File: src/rtl/deq_pkg.sv
// shared types and constants of the double-ended queue
package deq_pkg;

  localparam int DEPTH_DEF = 16;
  localparam int DATA_W    = 32;
  localparam int CMD_W     = 3;
  localparam int ST_W      = 2;

  localparam logic [CMD_W-1:0] CMD_PUSH_FRONT = 3'd0;
  localparam logic [CMD_W-1:0] CMD_PUSH_BACK  = 3'd1;
  localparam logic [CMD_W-1:0] CMD_POP_FRONT  = 3'd2;
  localparam logic [CMD_W-1:0] CMD_POP_BACK   = 3'd3;
  localparam logic [CMD_W-1:0] CMD_PEEK_FRONT = 3'd4;
  localparam logic [CMD_W-1:0] CMD_PEEK_BACK  = 3'd5;

  localparam logic [ST_W-1:0] ST_OK    = 2'd0;
  localparam logic [ST_W-1:0] ST_EMPTY = 2'd1;
  localparam logic [ST_W-1:0] ST_FULL  = 2'd2;

  typedef enum logic [1:0] {
    S_IDLE,
    S_EXEC,
    S_LOAD,
    S_DONE
  } state_t;

  // controller to datapath
  typedef struct packed {
    logic capture;
    logic exec;
    logic write;
    logic read;
    logic load;
  } ctl_t;

  // datapath to controller
  typedef struct packed {
    logic is_push;
    logic is_read;
    logic full;
    logic empty;
  } sts_t;

endpackage

File: src/rtl/deq_ram.sv
// generic single-port ram with registered read
module deq_ram #(
  parameter int WIDTH = 32,
  parameter int DEPTH = 16
) (
  input  logic                     clk,
  input  logic                     we,
  input  logic                     re,
  input  logic [$clog2(DEPTH)-1:0] addr,
  input  logic [WIDTH-1:0]         wdata,
  output logic [WIDTH-1:0]         rdata
);

  logic [WIDTH-1:0] mem_r [DEPTH];
  logic [WIDTH-1:0] rdata_r;

  always_ff @(posedge clk) begin
    if (we) begin
      mem_r[addr] <= wdata;
    end
    if (re) begin
      rdata_r <= mem_r[addr];
    end
  end

  assign rdata = rdata_r;

endmodule

File: src/rtl/deq_ctrl.sv
// controller state machine of the double-ended queue
module deq_ctrl (
  input  logic          clk,
  input  logic          rst_n,
  input  logic          in_tvalid,
  output logic          in_tready,
  output logic          out_tvalid,
  input  logic          out_tready,
  input  deq_pkg::sts_t sts,
  output deq_pkg::ctl_t ctl
);

  import deq_pkg::*;

  state_t state_r;
  state_t state_nxt;

  always_ff @(posedge clk) begin
    if (!rst_n) begin
      state_r <= S_IDLE;
    end else begin
      state_r <= state_nxt;
    end
  end

  always_comb begin
    state_nxt = state_r;
    case (state_r)
      S_IDLE: begin
        if (in_tvalid) state_nxt = S_EXEC;
      end
      S_EXEC: begin
        state_nxt = (sts.is_read && !sts.empty) ? S_LOAD : S_DONE;
      end
      S_LOAD: begin
        state_nxt = S_DONE;
      end
      S_DONE: begin
        if (out_tready) state_nxt = S_IDLE;
      end
      default: begin
        state_nxt = S_IDLE;
      end
    endcase
  end

  always_comb begin
    ctl        = '0;
    in_tready  = 1'b0;
    out_tvalid = 1'b0;
    case (state_r)
      S_IDLE: begin
        in_tready   = 1'b1;
        ctl.capture = in_tvalid;
      end
      S_EXEC: begin
        ctl.exec  = 1'b1;
        ctl.write = sts.is_push && !sts.full;
        ctl.read  = sts.is_read && !sts.empty;
      end
      S_LOAD: begin
        ctl.load = 1'b1;
      end
      S_DONE: begin
        out_tvalid = 1'b1;
      end
      default: begin
        ctl = '0;
      end
    endcase
  end

endmodule

File: src/rtl/deq_dp.sv
// datapath of the double-ended queue: ring pointers, store and result registers
module deq_dp #(
  parameter int DEPTH = deq_pkg::DEPTH_DEF
) (
  input  logic                                clk,
  input  logic                                rst_n,
  input  logic [deq_pkg::CMD_W-1:0]           cmd,
  input  logic signed [deq_pkg::DATA_W-1:0]   value,
  input  deq_pkg::ctl_t                       ctl,
  output deq_pkg::sts_t                       sts,
  output logic signed [deq_pkg::DATA_W-1:0]   result_value,
  output logic [deq_pkg::ST_W-1:0]            status,
  output logic [$clog2(DEPTH+1)-1:0]          fill_level
);

  import deq_pkg::*;

  localparam int IW = $clog2(DEPTH);
  localparam int CW = $clog2(DEPTH + 1);
  localparam int SW = IW + 1;
  localparam logic [IW-1:0] LAST_IDX = IW'(DEPTH - 1);
  localparam logic [SW-1:0] DEPTH_S  = SW'(DEPTH);
  localparam logic [CW-1:0] DEPTH_C  = CW'(DEPTH);

  logic [CMD_W-1:0]         cmd_r;
  logic signed [DATA_W-1:0] value_r;
  logic [IW-1:0]            front_r;
  logic [CW-1:0]            count_r;
  logic signed [DATA_W-1:0] res_r;
  logic [ST_W-1:0]          status_r;

  logic [IW-1:0]            front_inc;
  logic [IW-1:0]            front_dec;
  logic [SW-1:0]            tail_sum;
  logic [SW-1:0]            last_sum;
  logic [IW-1:0]            tail_idx;
  logic [IW-1:0]            last_idx;
  logic [IW-1:0]            slot;
  logic [DATA_W-1:0]        rdata;

  always_ff @(posedge clk) begin
    if (ctl.capture) begin
      cmd_r   <= cmd;
      value_r <= value;
    end
  end

  assign sts.is_push = (cmd_r == CMD_PUSH_FRONT) || (cmd_r == CMD_PUSH_BACK);
  assign sts.is_read = (cmd_r == CMD_POP_FRONT) || (cmd_r == CMD_POP_BACK) ||
                       (cmd_r == CMD_PEEK_FRONT) || (cmd_r == CMD_PEEK_BACK);
  assign sts.full    = (count_r == DEPTH_C);
  assign sts.empty   = (count_r == '0);

  // ring arithmetic, front below depth and count at most depth, so one subtract wraps
  assign front_inc = (front_r == LAST_IDX) ? '0 : front_r + 1'b1;
  assign front_dec = (front_r == '0) ? LAST_IDX : front_r - 1'b1;
  assign tail_sum  = SW'(front_r) + SW'(count_r);
  assign last_sum  = tail_sum - 1'b1;
  assign tail_idx  = (tail_sum >= DEPTH_S) ? IW'(tail_sum - DEPTH_S) : IW'(tail_sum);
  assign last_idx  = (last_sum >= DEPTH_S) ? IW'(last_sum - DEPTH_S) : IW'(last_sum);

  always_comb begin
    case (cmd_r)
      CMD_PUSH_FRONT: slot = front_dec;
      CMD_PUSH_BACK:  slot = tail_idx;
      CMD_POP_BACK,
      CMD_PEEK_BACK:  slot = last_idx;
      default:        slot = front_r;
    endcase
  end

  deq_ram #(
    .WIDTH (DATA_W),
    .DEPTH (DEPTH)
  ) u_ram (
    .clk   (clk),
    .we    (ctl.write),
    .re    (ctl.read),
    .addr  (slot),
    .wdata (value_r),
    .rdata (rdata)
  );

  always_ff @(posedge clk) begin
    if (!rst_n) begin
      front_r  <= '0;
      count_r  <= '0;
      status_r <= ST_OK;
    end else if (ctl.exec) begin
      if (sts.is_push && sts.full) begin
        status_r <= ST_FULL;
      end else if (sts.is_read && sts.empty) begin
        status_r <= ST_EMPTY;
      end else begin
        status_r <= ST_OK;
      end
      if (ctl.write) begin
        count_r <= count_r + 1'b1;
        if (cmd_r == CMD_PUSH_FRONT) front_r <= front_dec;
      end
      if (ctl.read) begin
        if (cmd_r == CMD_POP_FRONT) begin
          front_r <= front_inc;
          count_r <= count_r - 1'b1;
        end else if (cmd_r == CMD_POP_BACK) begin
          count_r <= count_r - 1'b1;
        end
      end
    end
  end

  always_ff @(posedge clk) begin
    if (ctl.exec) begin
      res_r <= '0;
    end else if (ctl.load) begin
      res_r <= rdata;
    end
  end

  assign result_value = res_r;
  assign status       = status_r;
  assign fill_level   = count_r;

endmodule

File: src/rtl/double_ended_queue_top.sv
// top level of the double-ended queue
// Signed 32-bit double-ended queue on a ring of DEPTH words. One command per
// input transfer, one result per command. The block handles one command at a
// time: a command that reads the store (pop or peek with data present) passes
// from the execute state through a load state to the result state, any other
// command goes from execute straight to result, and the result then waits for
// out_tready. The next input transfer can come in the cycle after the result
// transfer. The load state of a read serves the registered read port of the
// store ram. Pushes when full and pops or peeks when empty report an error
// status and leave the queue unchanged.
module double_ended_queue_top #(
  parameter int DEPTH = deq_pkg::DEPTH_DEF
) (
  input  logic                                      clk,
  input  logic                                      rst_n,
  input  logic                                      in_tvalid,
  output logic                                      in_tready,
  input  logic [deq_pkg::DATA_W-1:0]                in_tdata,   // value
  input  logic [deq_pkg::CMD_W-1:0]                 in_tuser,   // cmd
  output logic                                      out_tvalid,
  input  logic                                      out_tready,
  output logic [((deq_pkg::DATA_W+$clog2(DEPTH+1)+7)/8)*8-1:0]
                                                    out_tdata,  // result_value, fill_level
  output logic [deq_pkg::ST_W-1:0]                  out_tuser   // status
);

  import deq_pkg::*;

  localparam int CW  = $clog2(DEPTH + 1);
  localparam int TDW = ((DATA_W + CW + 7) / 8) * 8;

  ctl_t                     ctl;
  sts_t                     sts;
  logic signed [DATA_W-1:0] result_value;
  logic [CW-1:0]            fill_level;

  deq_ctrl u_ctrl (
    .clk        (clk),
    .rst_n      (rst_n),
    .in_tvalid  (in_tvalid),
    .in_tready  (in_tready),
    .out_tvalid (out_tvalid),
    .out_tready (out_tready),
    .sts        (sts),
    .ctl        (ctl)
  );

  deq_dp #(
    .DEPTH (DEPTH)
  ) u_dp (
    .clk          (clk),
    .rst_n        (rst_n),
    .cmd          (in_tuser),
    .value        (in_tdata),
    .ctl          (ctl),
    .sts          (sts),
    .result_value (result_value),
    .status       (out_tuser),
    .fill_level   (fill_level)
  );

  assign out_tdata = TDW'({fill_level, result_value});

endmodule

File: config.mk
export PLATFORM = sky130hd
export DESIGN_NAME = double_ended_queue_top
export DESIGN_NICKNAME = d
export VERILOG_FILES = /design/src/rtl/deq_pkg.sv /design/src/rtl/deq_ram.sv /design/src/rtl/deq_ctrl.sv /design/src/rtl/deq_dp.sv /design/src/rtl/double_ended_queue_top.sv
export SDC_FILE = /design/constraint.sdc
export NUM_CORES = 1
export LEC_CHECK = 0
export BUFFER_PORTS_ARGS = -buffer_cell sky130_fd_sc_hd__buf_2
export CAP_MARGIN = 0
export CORE_MARGIN = 10
export CORE_UTILIZATION = 45
export CTS_CLUSTER_SIZE = 28
export DETAILED_ROUTE_END_ITERATION = 8
export GPL_TIMING_DRIVEN = 0
export PLACE_DENSITY = 0.69
export SLEW_MARGIN = 40
export SYNTH_ARGS = -nofsm -noshare
export SYNTH_HDL_FRONTEND = slang
export SYNTH_SLANG_ARGS = --single-unit
export TNS_END_PERCENT = 20
File: constraint.sdc
create_clock -name clk -period 11.3 [get_ports clk]
set_input_delay 3.39 -clock clk [delete_from_list [all_inputs] [get_ports clk]]
set_output_delay 3.39 -clock clk [all_outputs]
set_load 0.03 [all_outputs]
* Word-level counts from Yosys, hierarchy flattened
Memory sizes are Yosys's and may differ from the RTL's. A register that Yosys moved wholly into a read port is not among the register bits. Cells that the tools add are included.
Word-level totals: register bits after elaboration 80, memory bits (writable) 512, bits of input ports 39, output and inout bits 44, word-level logic and storage cells 72, memories kept 1
Memories:
- u_dp.u_ram.mem_r | words 16, width 32, read ports 1, clocked after memory_dff 1, write ports 1, line deq_ram.sv:14 | logic [WIDTH-1:0] mem_r [DEPTH];
Operators by class: add/subtract/negate cells 8, magnitude comparators 2, equal/unequal tests 12, mux-type cells 26, reduce and logical (&&, ||, !) cells 16
Operators with widths (count):
- two-way mux 4 bit | 8
- two-way mux 5 bit | 4
- one-hot mux 4 bit (3 select lines) | 1
- subtractor 4 x 1 -> 4 bit (second input constant) | 3
- greater-or-equal comparator 5 bit (second input constant) | 2
- subtractor 5 x 1 -> 5 bit (second input constant) | 2
- two-way mux 1 bit | 8
- one-hot mux 2 bit (4 select lines) | 1
- equality test 3 x 2 -> 1 bit (second input constant) | 2
- equality test 3 bit (second input constant) | 2
- two-way mux 2 bit | 3
- adder 4 x 5 -> 5 bit | 1
- adder 5 x 1 -> 5 bit (second input constant) | 1
- equality test 5 bit (second input constant) | 1
- logical NOT 5 bit | 1
- adder 4 x 1 -> 4 bit (second input constant) | 1
- equality test 2 bit (second input constant) | 2
- equality test 4 bit (second input constant) | 1
- logical AND 1 bit | 4
- logical NOT 4 bit | 1
- logical OR 1 bit | 4
- != test 2 bit (second input constant) | 2
- equality test 3 x 1 -> 1 bit (second input constant) | 1
- logical NOT 3 bit | 1
- 6 further kinds | 7

* Longest topological paths before layout
Gate-level depths: netlist (run 1).
depth after elaboration 10, mapped depth 13, depth with buffers taken out 10

* By module
From an unflattened synthesis (run 1), not the netlist that was laid out.
Second synthesis, totals: cell total of the unflattened synthesis 1157, area total of the unflattened synthesis 23736.5 um2
Modules (own cells, without submodules):
- deq_ram | times used 1, cells an instance 840, area each 20183.1 um2, seq. area each 16335.7 um2
- deq_dp | times used 1, cells an instance 289, area each 3308.2 um2, seq. area each 1911.8 um2
- deq_ctrl | times used 1, cells an instance 24, area each 219.0 um2, seq. area each 40.0 um2
- double_ended_queue_top | times used 1, cells an instance 4, area each 26.3 um2, seq. area each 0.0 um2

* Worst setup path before layout (run 1)
OpenSTA, ideal clock, no wires.
kind register -> register, start register u_dp.count_r[0], in the netlist u_dp.fill_level[0], end memory u_dp.u_ram.mem_r[7][0], enable pin, library setup time 501 ps, arrival time 5985 ps, data required time 10799 ps, setup slack 4813 ps, cell stages (with the launch flop) 13, buffers on the path 3, clock period less this slack 6487 ps, cell sequence dfxtp_1 > ha_1 > fa_1 > inv_1 > ha_1 > nor2b_1 > o31ai_1 > a221oi_1 > buf_2 > buf_2 > clkbuf_1 > nand2_1 > nor4_1
On the way: cells in the longest elaborated chain, start to end 6, elaborated cells between the ends (all ways) 15, classes of those cells 4 x add/sub; 2 x order compare; 1 x eq/ne; 6 x mux; 2 x reduce/logical
Ends and longest elaborated chain:
- from (decl) | line deq_dp.sv:28 | logic [CW-1:0] count_r;
- from (signal assigned) | line deq_dp.sv:98 | count_r <= count_r + 1'b1;
- from (signal assigned) | line deq_dp.sv:104 | count_r <= count_r - 1'b1;
- from (signal assigned) | line deq_dp.sv:106 | count_r <= count_r - 1'b1;
- branches (longest 6 deep; another with adder 4 x 5 -> 5 bit)
- to (decl) | line deq_ram.sv:14
Several ways; the timed one is not identified.

* Worst setup path in the final report (run 1)
start register u_dp.count_r[0], in the netlist u_dp.fill_level[0], end memory u_dp.u_ram.mem_r[4][11], enable pin
The elaborated chain is that of the path after synthesis.

==> impl_results.rst, run 1 <==
.. list-table::
   :header-rows: 1

   * - Metric
     - Value
   * - Num ports
     - 83
   * - Deepest level of the CTS H-tree
     - 3
   * - Fraction of registers with async set/reset
     - 0
   * - Pwr Density
     - 257 mW/mm^2
   * - Maximum buffer depth of the clock tree
     - 3
   * - CP required
     - 11.60 ns
   * - Multi-input gate area
     - 0.00612 sq mm
   * - Placeable core region
     - 0.0552 sq mm
   * - Worst setup path class
     - flip-flop to flip-flop
   * - Setup skew after layout
     - 0.0178 ns
   * - Primary flip-flop cell chosen by synthesis mapping
     - edfxtp_1
   * - Mapped Area
     - 0.0251 sq mm
   * - Final TNS setup
     - 0 ns
   * - Final setup fails
     - 0
   * - Number of placement rows
     - 86
   * - Minimum period implied by the final worst setup slack
     - 5.62 ns
   * - Antenna violations before repair
     - 1
   * - Number of different library cells in the post-synthesis netlist
     - 63
   * - Clock slew at the register clock pins of the worst setup and hold paths
     - 0.06 ns
   * - Unrepaired setup endpoints after global routing
     - false
   * - Register bit count reported by yosys
     - 624
   * - # Post-CTS Setup Buffers
     - 0
   * - Number of CTS-inserted buffers
     - 66
   * - Area added between synthesis and finish
     - 15.8%
   * - Iteration-0 DRC Markers
     - 1927
   * - Cell count after synthesis
     - 1550
   * - FF+latch area
     - 0.0183 sq mm
   * - Count of nets left with antenna violations after detail routing
     - 0
   * - Ant. Diodes
     - 0
   * - Count of clock tree sinks
     - 624
   * - Hold Violations, Final
     - 0
   * - Post-DP Area
     - 0.0271 sq mm
   * - Final Max Slew Viols
     - 0
   * - Die footprint
     - 0.0657 sq mm
   * - Peak supply drop
     - 145 uV
   * - Delay of the slowest cell on the worst path
     - 0.62 ns
   * - Maximum number of pins on one net before global-route repair
     - 33
   * - Final layout net count
     - 1832
   * - Die Span X
     - 256 um
   * - Wire length reported by the detailed router
     - 66800 um
   * - Global-route wire length before repair
     - 99700 um
   * - Number of buffer cells added on primary ports
     - 79
   * - Die span in y
     - 256 um
   * - Classification of the worst-slack hold path
     - flip-flop to flip-flop
   * - Placer Congestion
     - 0.866
   * - Mean Syn Cell Area
     - 16.2 sq um
   * - Sequential element share of the synthesized area
     - 0.728
   * - Hold_buf cts
     - 0
   * - Initial core utilization
     - 0.455
   * - Via count of the first global-routing pass
     - 16000
   * - Number of detailed-routing iterations run before antenna repair
     - 5
   * - Remaining global-route overflow
     - 0
   * - Maximum fanout count along the critical path
     - 10
   * - CTS tree
     - built
   * - Maximum Capacitance Violations
     - 0
   * - CTS Root Buffer Type
     - clkbuf_16
   * - Share of layout cells above drive strength 1
     - 0.196
   * - Peak clock frequency supported by timing
     - 178 MHz
   * - Run status
     - complete, no violations
   * - Wire length per cell after detailed routing
     - 25.9 um
   * - Worst setup EP type
     - flip-flop
   * - Clock latency of the later-clocked register in the worst-skew pair
     - 0.60 ns
   * - Leakage Power
     - 10.1 nW
   * - Global-route usage over all layers
     - 0.198
   * - Worst rel slew slack
     - 0.419
   * - Worst-margin pin slew
     - 0.872 ns
   * - Vias per Instance
     - 6.08
   * - Number of enable flip-flop cells after synthesis
     - 579
   * - Count of cells resized by post-cts repair
     - 0
   * - Placed wire-length estimate after detailed placement
     - 45500 um
   * - Dpl cells
     - 2458
   * - Total number of yosys warnings
     - 0
   * - Standard cell with the maximum stage delay on the critical path
     - nor3_2
   * - Startpoint class of the critical path
     - flip-flop
   * - Worst EP arrival
     - 5.91 ns
   * - Fin cells
     - 2578
   * - Cell-by-cell trace of the critical path
     - ha_1 > fa_1 > inv_1 > ha_1 > nor2b_1 > o31ai_1 > a221o_1 > clkbuf_1 > clkbuf_1 > nand2_1 > nor3_2 > buf_2 > buf_4 > buf_2
   * - Final design area excluding fillers
     - 0.0291 sq mm
   * - Count of filler cells inserted in the layout
     - 4368
   * - Share of the clock period used by the worst path
     - 0.497
   * - Via count of the routed design
     - 15700
   * - DRC Markers
     - 0
-- cell families (layout without fill, tap and decap cells) --
kind of cell,count (synthesis),count (layout),share of synthesized area
buf+inv,160,438,0.0330
mux,130,130,0.0534
xor+xnor,12,12,0.00473
flops,624,624,0.728
fa+ha+maj,16,16,0.00812
compound gates,305,305,0.103
simple gates,302,302,0.0701
other cells,1,3,0.000149
-- worst max-delay path, delay by kind of cell, from the launching register on --
| kind | cells | cell delay (ns) |
|---|---|---|
| buf+inv | 6 | 1.99 |
| fa+ha+maj | 3 | 1.09 |
| simple gates | 3 | 1.07 |
| compound gates | 2 | 0.80 |
| flops | 1 | 0.36 |
-- state kept, by name (all words and copies together) (netlist names) --
name,cells
u_dp.value_r,32
u_dp.status,2
u_dp.cmd_r,3
u_dp.result_value,32
u_dp.u_ram.mem_r,512
u_dp.fill_level,5
u_dp.front_r,4
u_ctrl.state_r,2
u_dp.u_ram.rdata,32
-- power by group --
group | total, mW | switching (mW) | internal (mW)
Clock | 2.04 | 0.860 | 1.18
Combinational | 2.50 | 1.71 | 0.789
Sequential | 2.96 | 0.149 | 2.81
Total | 7.49 | 2.72 | 4.78
-- cell usage after synthesis, types with 2 or more instances --
cell type | number | share of area
a31oi_1 | 3 | 0.00075
buf_6 | 22 | 0.0099
nand3_1 | 7 | 0.0014
ha_1 | 13 | 0.0065
and2_1 | 9 | 0.0022
inv_1 | 13 | 0.0019
a221o_1 | 2 | 0.00080
nand2_1 | 9 | 0.0013
buf_1 | 6 | 0.00090
edfxtp_1 | 579 | 0.69
nand2b_1 | 3 | 0.00075
nor2_1 | 41 | 0.0061
o211ai_1 | 2 | 0.00060
nor2b_1 | 4 | 0.0010
a2111oi_0 | 256 | 0.089
a21boi_0 | 3 | 0.00090
buf_4 | 8 | 0.0024
o211a_1 | 2 | 0.00080
xnor2_1 | 7 | 0.0024
o22ai_1 | 3 | 0.00075
xor2_1 | 4 | 0.0014
a221oi_1 | 2 | 0.00070
nor4_1 | 5 | 0.0012
nand3b_1 | 2 | 0.00060
a21oi_1 | 10 | 0.0020
buf_2 | 26 | 0.0052
nor3_1 | 12 | 0.0024
clkbuf_1 | 84 | 0.013
a41oi_1 | 2 | 0.00070
and3_1 | 199 | 0.050
dfxtp_1 | 45 | 0.036
o21ai_0 | 8 | 0.0016
mux2i_1 | 98 | 0.039
mux2_2 | 32 | 0.014
-- placed cells by master, fill, tap and decap left out, types with 3 or more instances in the layout --
| master | instances |
|---|---|
| a2111oi_0 | 253 |
| a2111oi_1 | 3 |
| a21boi_0 | 3 |
| a21oi_1 | 10 |
| a31oi_1 | 3 |
| and2_1 | 8 |
| and3_1 | 194 |
| and3_4 | 5 |
| buf_1 | 6 |
| buf_2 | 157 |
| buf_4 | 31 |
| buf_6 | 22 |
| clkbuf_1 | 100 |
| clkbuf_16 | 69 |
| clkbuf_2 | 4 |
| clkinv_1 | 19 |
| clkinv_2 | 5 |
| conb_1 | 3 |
| dfxtp_1 | 45 |
| edfxtp_1 | 579 |
| ha_1 | 13 |
| inv_1 | 13 |
| mux2_2 | 32 |
| mux2i_1 | 98 |
| nand2_1 | 9 |
| nand2b_1 | 3 |
| nand3_1 | 7 |
| nor2_1 | 41 |
| nor2b_1 | 4 |
| nor3_1 | 4 |
| nor3_2 | 8 |
| nor4_2 | 4 |
| o21ai_0 | 8 |
| o22ai_1 | 3 |
| xnor2_1 | 7 |
| xor2_1 | 4 |
-- routing by layer --
metal | global-route usage | share of wire
met1 | 0.251 | 0.40
met2 | 0.327 | 0.48
met3 | 0.0370 | 0.081
met4 | 0.0848 | 0.035
met5 | 0 | 0.00018
-- metrics by stage --
stage	worst slack, ns	hold WS (ns)	utilization	power [mW]
detailed placement	5.50	0.475	0.491	5.44
global placement	0.989	0.466	0.480	5.35
finish	5.68	0.482	0.527	7.49
floorplan	4.81	0.456	-	4.42
CTS	5.49	0.487	0.527	7.47
global route	5.47	0.512	0.527	7.78
-- path summary, 6_finish.rpt --
path / from / cells past startpoint / slack (ns) / endpoint
worst min-delay path: u_dp.status[0] / 2 / 0.48 / u_dp.status[0]
worst max-delay path: u_dp.fill_level[0] / 14 / 5.68 / u_dp.u_ram.mem_r[4][11]
worst min register to register: u_dp.status[0] / 2 / 0.48 / u_dp.status[0]
worst max register to register: u_dp.fill_level[0] / 14 / 5.68 / u_dp.u_ram.mem_r[4][11]
-- layout make-up --
class	count	area share
repair buffers	159	0.0319
well taps	748	0.0321
clock inverters	29	0.00636
multi-input cells	768	0.210
flip-flops and latches	624	0.628
plain buffers	146	0.0268
clock buffers	90	0.0627
inverters	14	0.00181
(Power assumes the default switching activity.)
==> run 2: changes to the inputs <==
--- a/config.mk
+++ b/config.mk
@@ -5,6 +5,7 @@
 export SDC_FILE = /design/constraint.sdc
 export NUM_CORES = 1
 export LEC_CHECK = 0
+export ABC_AREA = 1
 export BUFFER_PORTS_ARGS = -buffer_cell sky130_fd_sc_hd__buf_2
 export CAP_MARGIN = 0
 export CORE_MARGIN = 10
@@ -12,7 +13,7 @@
 export CTS_CLUSTER_SIZE = 28
 export DETAILED_ROUTE_END_ITERATION = 8
 export GPL_TIMING_DRIVEN = 0
-export PLACE_DENSITY = 0.69
+export PLACE_DENSITY = 0.71
 export SLEW_MARGIN = 40
 export SYNTH_ARGS = -nofsm -noshare
 export SYNTH_HDL_FRONTEND = slang
==> constraint.sdc (replaced) <==
create_clock -name clk -period 4.6 [get_ports clk]
set_input_delay 1.38 -clock clk [delete_from_list [all_inputs] [get_ports clk]]
set_output_delay 1.38 -clock clk [all_outputs]
set_load 0.03 [all_outputs]
==> impl_results.rst, run 2 <==
.. list-table::
   :header-rows: 1

   * - Metric
     - Value
   * - Switching share of total power
     - 0.378
   * - Wire length reported by the detailed router
     - 72900 um
   * - DRC Markers
     - 0
   * - Clock share of power
     - 0.285
   * - Cell count after synthesis
     - 2540
   * - Clock latency of the later-clocked register in the worst-skew pair
     - 0.61 ns
   * - Primary flip-flop cell chosen by synthesis mapping
     - edfxtp_1
   * - Top cells by count, synth
     - nand2_1, edfxtp_1, nand3_1, inv_1, nor2_1
   * - Total number of yosys warnings
     - 0
   * - Antenna violations before repair
     - 2
   * - Vias per Instance
     - 5.39
   * - Run status
     - complete, no violations
   * - Worst setup path class
     - flip-flop to flip-flop
   * - Dpl cells
     - 3419
   * - Die Span X
     - 262 um
   * - CTS tree
     - built
   * - Deepest level of the CTS H-tree
     - 3
   * - Number of detailed-routing iterations run before antenna repair
     - 7
   * - CP required
     - 4.89 ns
   * - Placed wire-length estimate after detailed placement
     - 49900 um
   * - Total power
     - 18.1 mW
   * - Worst-margin pin slew
     - 0.975 ns
   * - Register bit count reported by yosys
     - 624
   * - Share of the clock period used by the worst path
     - 0.973
   * - Placeable core region
     - 0.0578 sq mm
   * - Clock slew at the register clock pins of the worst setup and hold paths
     - 0.06 ns
   * - Cell Int Power
     - 11.2 mW
   * - Count of nets left with antenna violations after detail routing
     - 0
   * - Ant. Diodes
     - 0
   * - Number of different library cells in the post-synthesis netlist
     - 33
   * - Fraction of registers with async set/reset
     - 0
   * - Fin cells
     - 3543
   * - Worst setup path startpoint
     - u_dp.fill_level[0]
   * - Mapped Area
     - 0.0263 sq mm
   * - Peak clock frequency supported by timing
     - 223 MHz
   * - Maximum buffer depth of the clock tree
     - 3
   * - Reg2reg path depth
     - 13
   * - Power spent charging and discharging nets
     - 6.84 mW
   * - Unrepaired setup endpoints after global routing
     - false
   * - Mean Syn Cell Area
     - 10.3 sq um
   * - Final Max Slew Viols
     - 0
   * - Share of layout cells above drive strength 1
     - 0.113
   * - Flop2flop setup slack
     - 0.12 ns
   * - Critical path endpoint
     - u_dp.u_ram.mem_r[13][13]
   * - Iteration-0 DRC Markers
     - 2444
   * - Pwr Density
     - 591 mW/mm^2
   * - Startpoint class of the critical path
     - flip-flop
   * - Placer Congestion
     - 0.877
   * - Sequential element share of the synthesized area
     - 0.696
   * - Final setup fails
     - 0
   * - Remaining global-route overflow
     - 0
   * - Combinational group share of total power
     - 0.316
   * - Area added between synthesis and finish
     - 16.3%
   * - Leading cell types in the layout, fill and taps excluded
     - nand2_1, edfxtp_1, nand3_1, buf_2, inv_1
   * - Worst rel slew slack
     - 0.350
   * - Initial core utilization
     - 0.455
   * - Global-route usage over all layers
     - 0.211
   * - Proportion of netlist area held by the largest area contributor
     - 0.662
   * - Top register by number of flip-flops
     - u_dp.u_ram.mem_r
   * - Die footprint
     - 0.0685 sq mm
   * - Worst EP arrival
     - 4.77 ns
   * - Cell taking the most area after synthesis
     - edfxtp_1
   * - Classification of the worst-slack hold path
     - flip-flop to flip-flop
   * - Number of CTS-inserted buffers
     - 66
   * - Share of power burned in registers
     - 0.400
   * - Count of clock tree sinks
     - 624
   * - Top cells by area, synth
     - edfxtp_1, nand2_1, nand3_1
   * - Via count of the routed design
     - 19100
   * - Peak supply drop
     - 370 uV
   * - Minimum period implied by the final worst setup slack
     - 4.48 ns
   * - Leading cell type in the layout, fill and taps excluded
     - nand2_1
   * - Worst setup EP type
     - flip-flop
   * - Most numerous cell in the Yosys netlist
     - nand2_1
   * - Maximum Capacitance Violations
     - 0
   * - Leakage Power
     - 12.6 nW
   * - Die span in y
     - 262 um
   * - Num ports
     - 83
   * - Number of placement rows
     - 88
   * - Wire length per cell after detailed routing
     - 20.6 um
   * - Maximum fanout count along the critical path
     - 17
   * - R2R Path End
     - u_dp.u_ram.mem_r[13][13]
   * - Global-route wire length before repair
     - 109000 um
   * - Setup skew after layout
     - 0.0266 ns
   * - Number of buffer cells added on primary ports
     - 79
   * - Maximum number of pins on one net before global-route repair
     - 21
   * - Flip-flop count of the largest register after layout
     - 512
   * - Final layout net count
     - 2780
   * - CTS Root Buffer Type
     - clkbuf_16
   * - Hold_buf cts
     - 0
   * - Hold Violations, Final
     - 0
   * - Worst r2r src
     - u_dp.fill_level[0]
   * - Via count of the first global-routing pass
     - 18600
   * - Number of enable flip-flop cells after synthesis
     - 579
-- run 2: layout make-up --
cell class | count | area (sq um)
sequential | 624 | 18300
inverter | 111 | 419
timing repair buffer | 117 | 1120
multi-input combinational | 1667 | 7090
clock inverter | 36 | 307
fill | 4806 | 27200
tap | 765 | 957
clock buffer | 83 | 1760
buffer | 140 | 636
-- run 2: worst max-delay path, stage by stage (launching register included) --
cell,delay [ns]
dfxtp_1,0.37
ha_1,0.28
fa_1,0.53
inv_1,0.06
ha_1,0.27
inv_1,0.03
nand2_1,0.05
o211ai_1,0.09
a21oi_2,0.30
buf_2,0.36
buf_2,0.37
nand3_1,0.44
nor2_4,0.68
buf_8,0.27
-- run 2: logic make-up after synthesis --
group,after synthesis,synth area share
XOR/XNOR,8,0.00267
flip-flops,624,0.696
AO/OA/AOI/OAI,80,0.0165
buffers and inverters,251,0.0400
AND/OR/NAND/NOR,1562,0.238
adder cells (fa/ha/maj),14,0.00695
other,1,0.000143
-- run 2: repair_timing --
item,in CTS,in global routing
endpoints found under the setup margin,0,36
buffers inserted,0,5
gates resized for setup,0,3
-- run 2: power groups by stage --
stage          clock network [mW]  logic (mW)  registers, mW
6_report                     5.14        5.70           7.23
5_1_grt                      5.43        6.24           7.28
4_1_cts                      5.20        5.59           7.23
3_5_place_dp                    0        5.54           7.34
3_3_place_gp                    0        5.30           7.33
2_1_floorplan                   0        3.21           7.49
-- run 2: routing by layer --
metal	up-vias	global-route usage	wire length (um)
met5	-	0	0
met1	8986	0.266	27500
li1	8810	-	-
met4	0	0.0905	2800
met2	1093	0.351	34800
met3	201	0.0409	7800
-- run 2: how the worst min path moves through the flow --
stage,startpoint,endpoint,depth (start not counted)
4_1_cts,u_dp.u_ram.rdata[12],u_dp.result_value[12],2
6_report,u_dp.u_ram.rdata[12],u_dp.result_value[12],2
2_1_floorplan,u_dp.u_ram.rdata[0],u_dp.result_value[0],2
3_3_place_gp,u_dp.u_ram.rdata[22],u_dp.result_value[22],2
5_1_grt,u_dp.u_ram.rdata[27],u_dp.result_value[27],2
3_5_place_dp,u_dp.u_ram.rdata[5],u_dp.result_value[5],2
-- run 2: through the flow --
stage | setup slack, ns | cell area, sq um | setup TNS, ns | utilization | hold slack [ns]
finish | 0.123 | 30600 | 0 | 0.529 | 0.453
floorplan | 0.289 | 26300 | 0 | - | 0.447
detailed placement | 0.238 | 28400 | 0 | 0.492 | 0.459
global placement | -1.72 | 27600 | -687.40 | 0.478 | 0.453
global route | 0.00849 | 30600 | 0 | 0.529 | 0.485
CTS | 0.213 | 30500 | 0 | 0.528 | 0.465
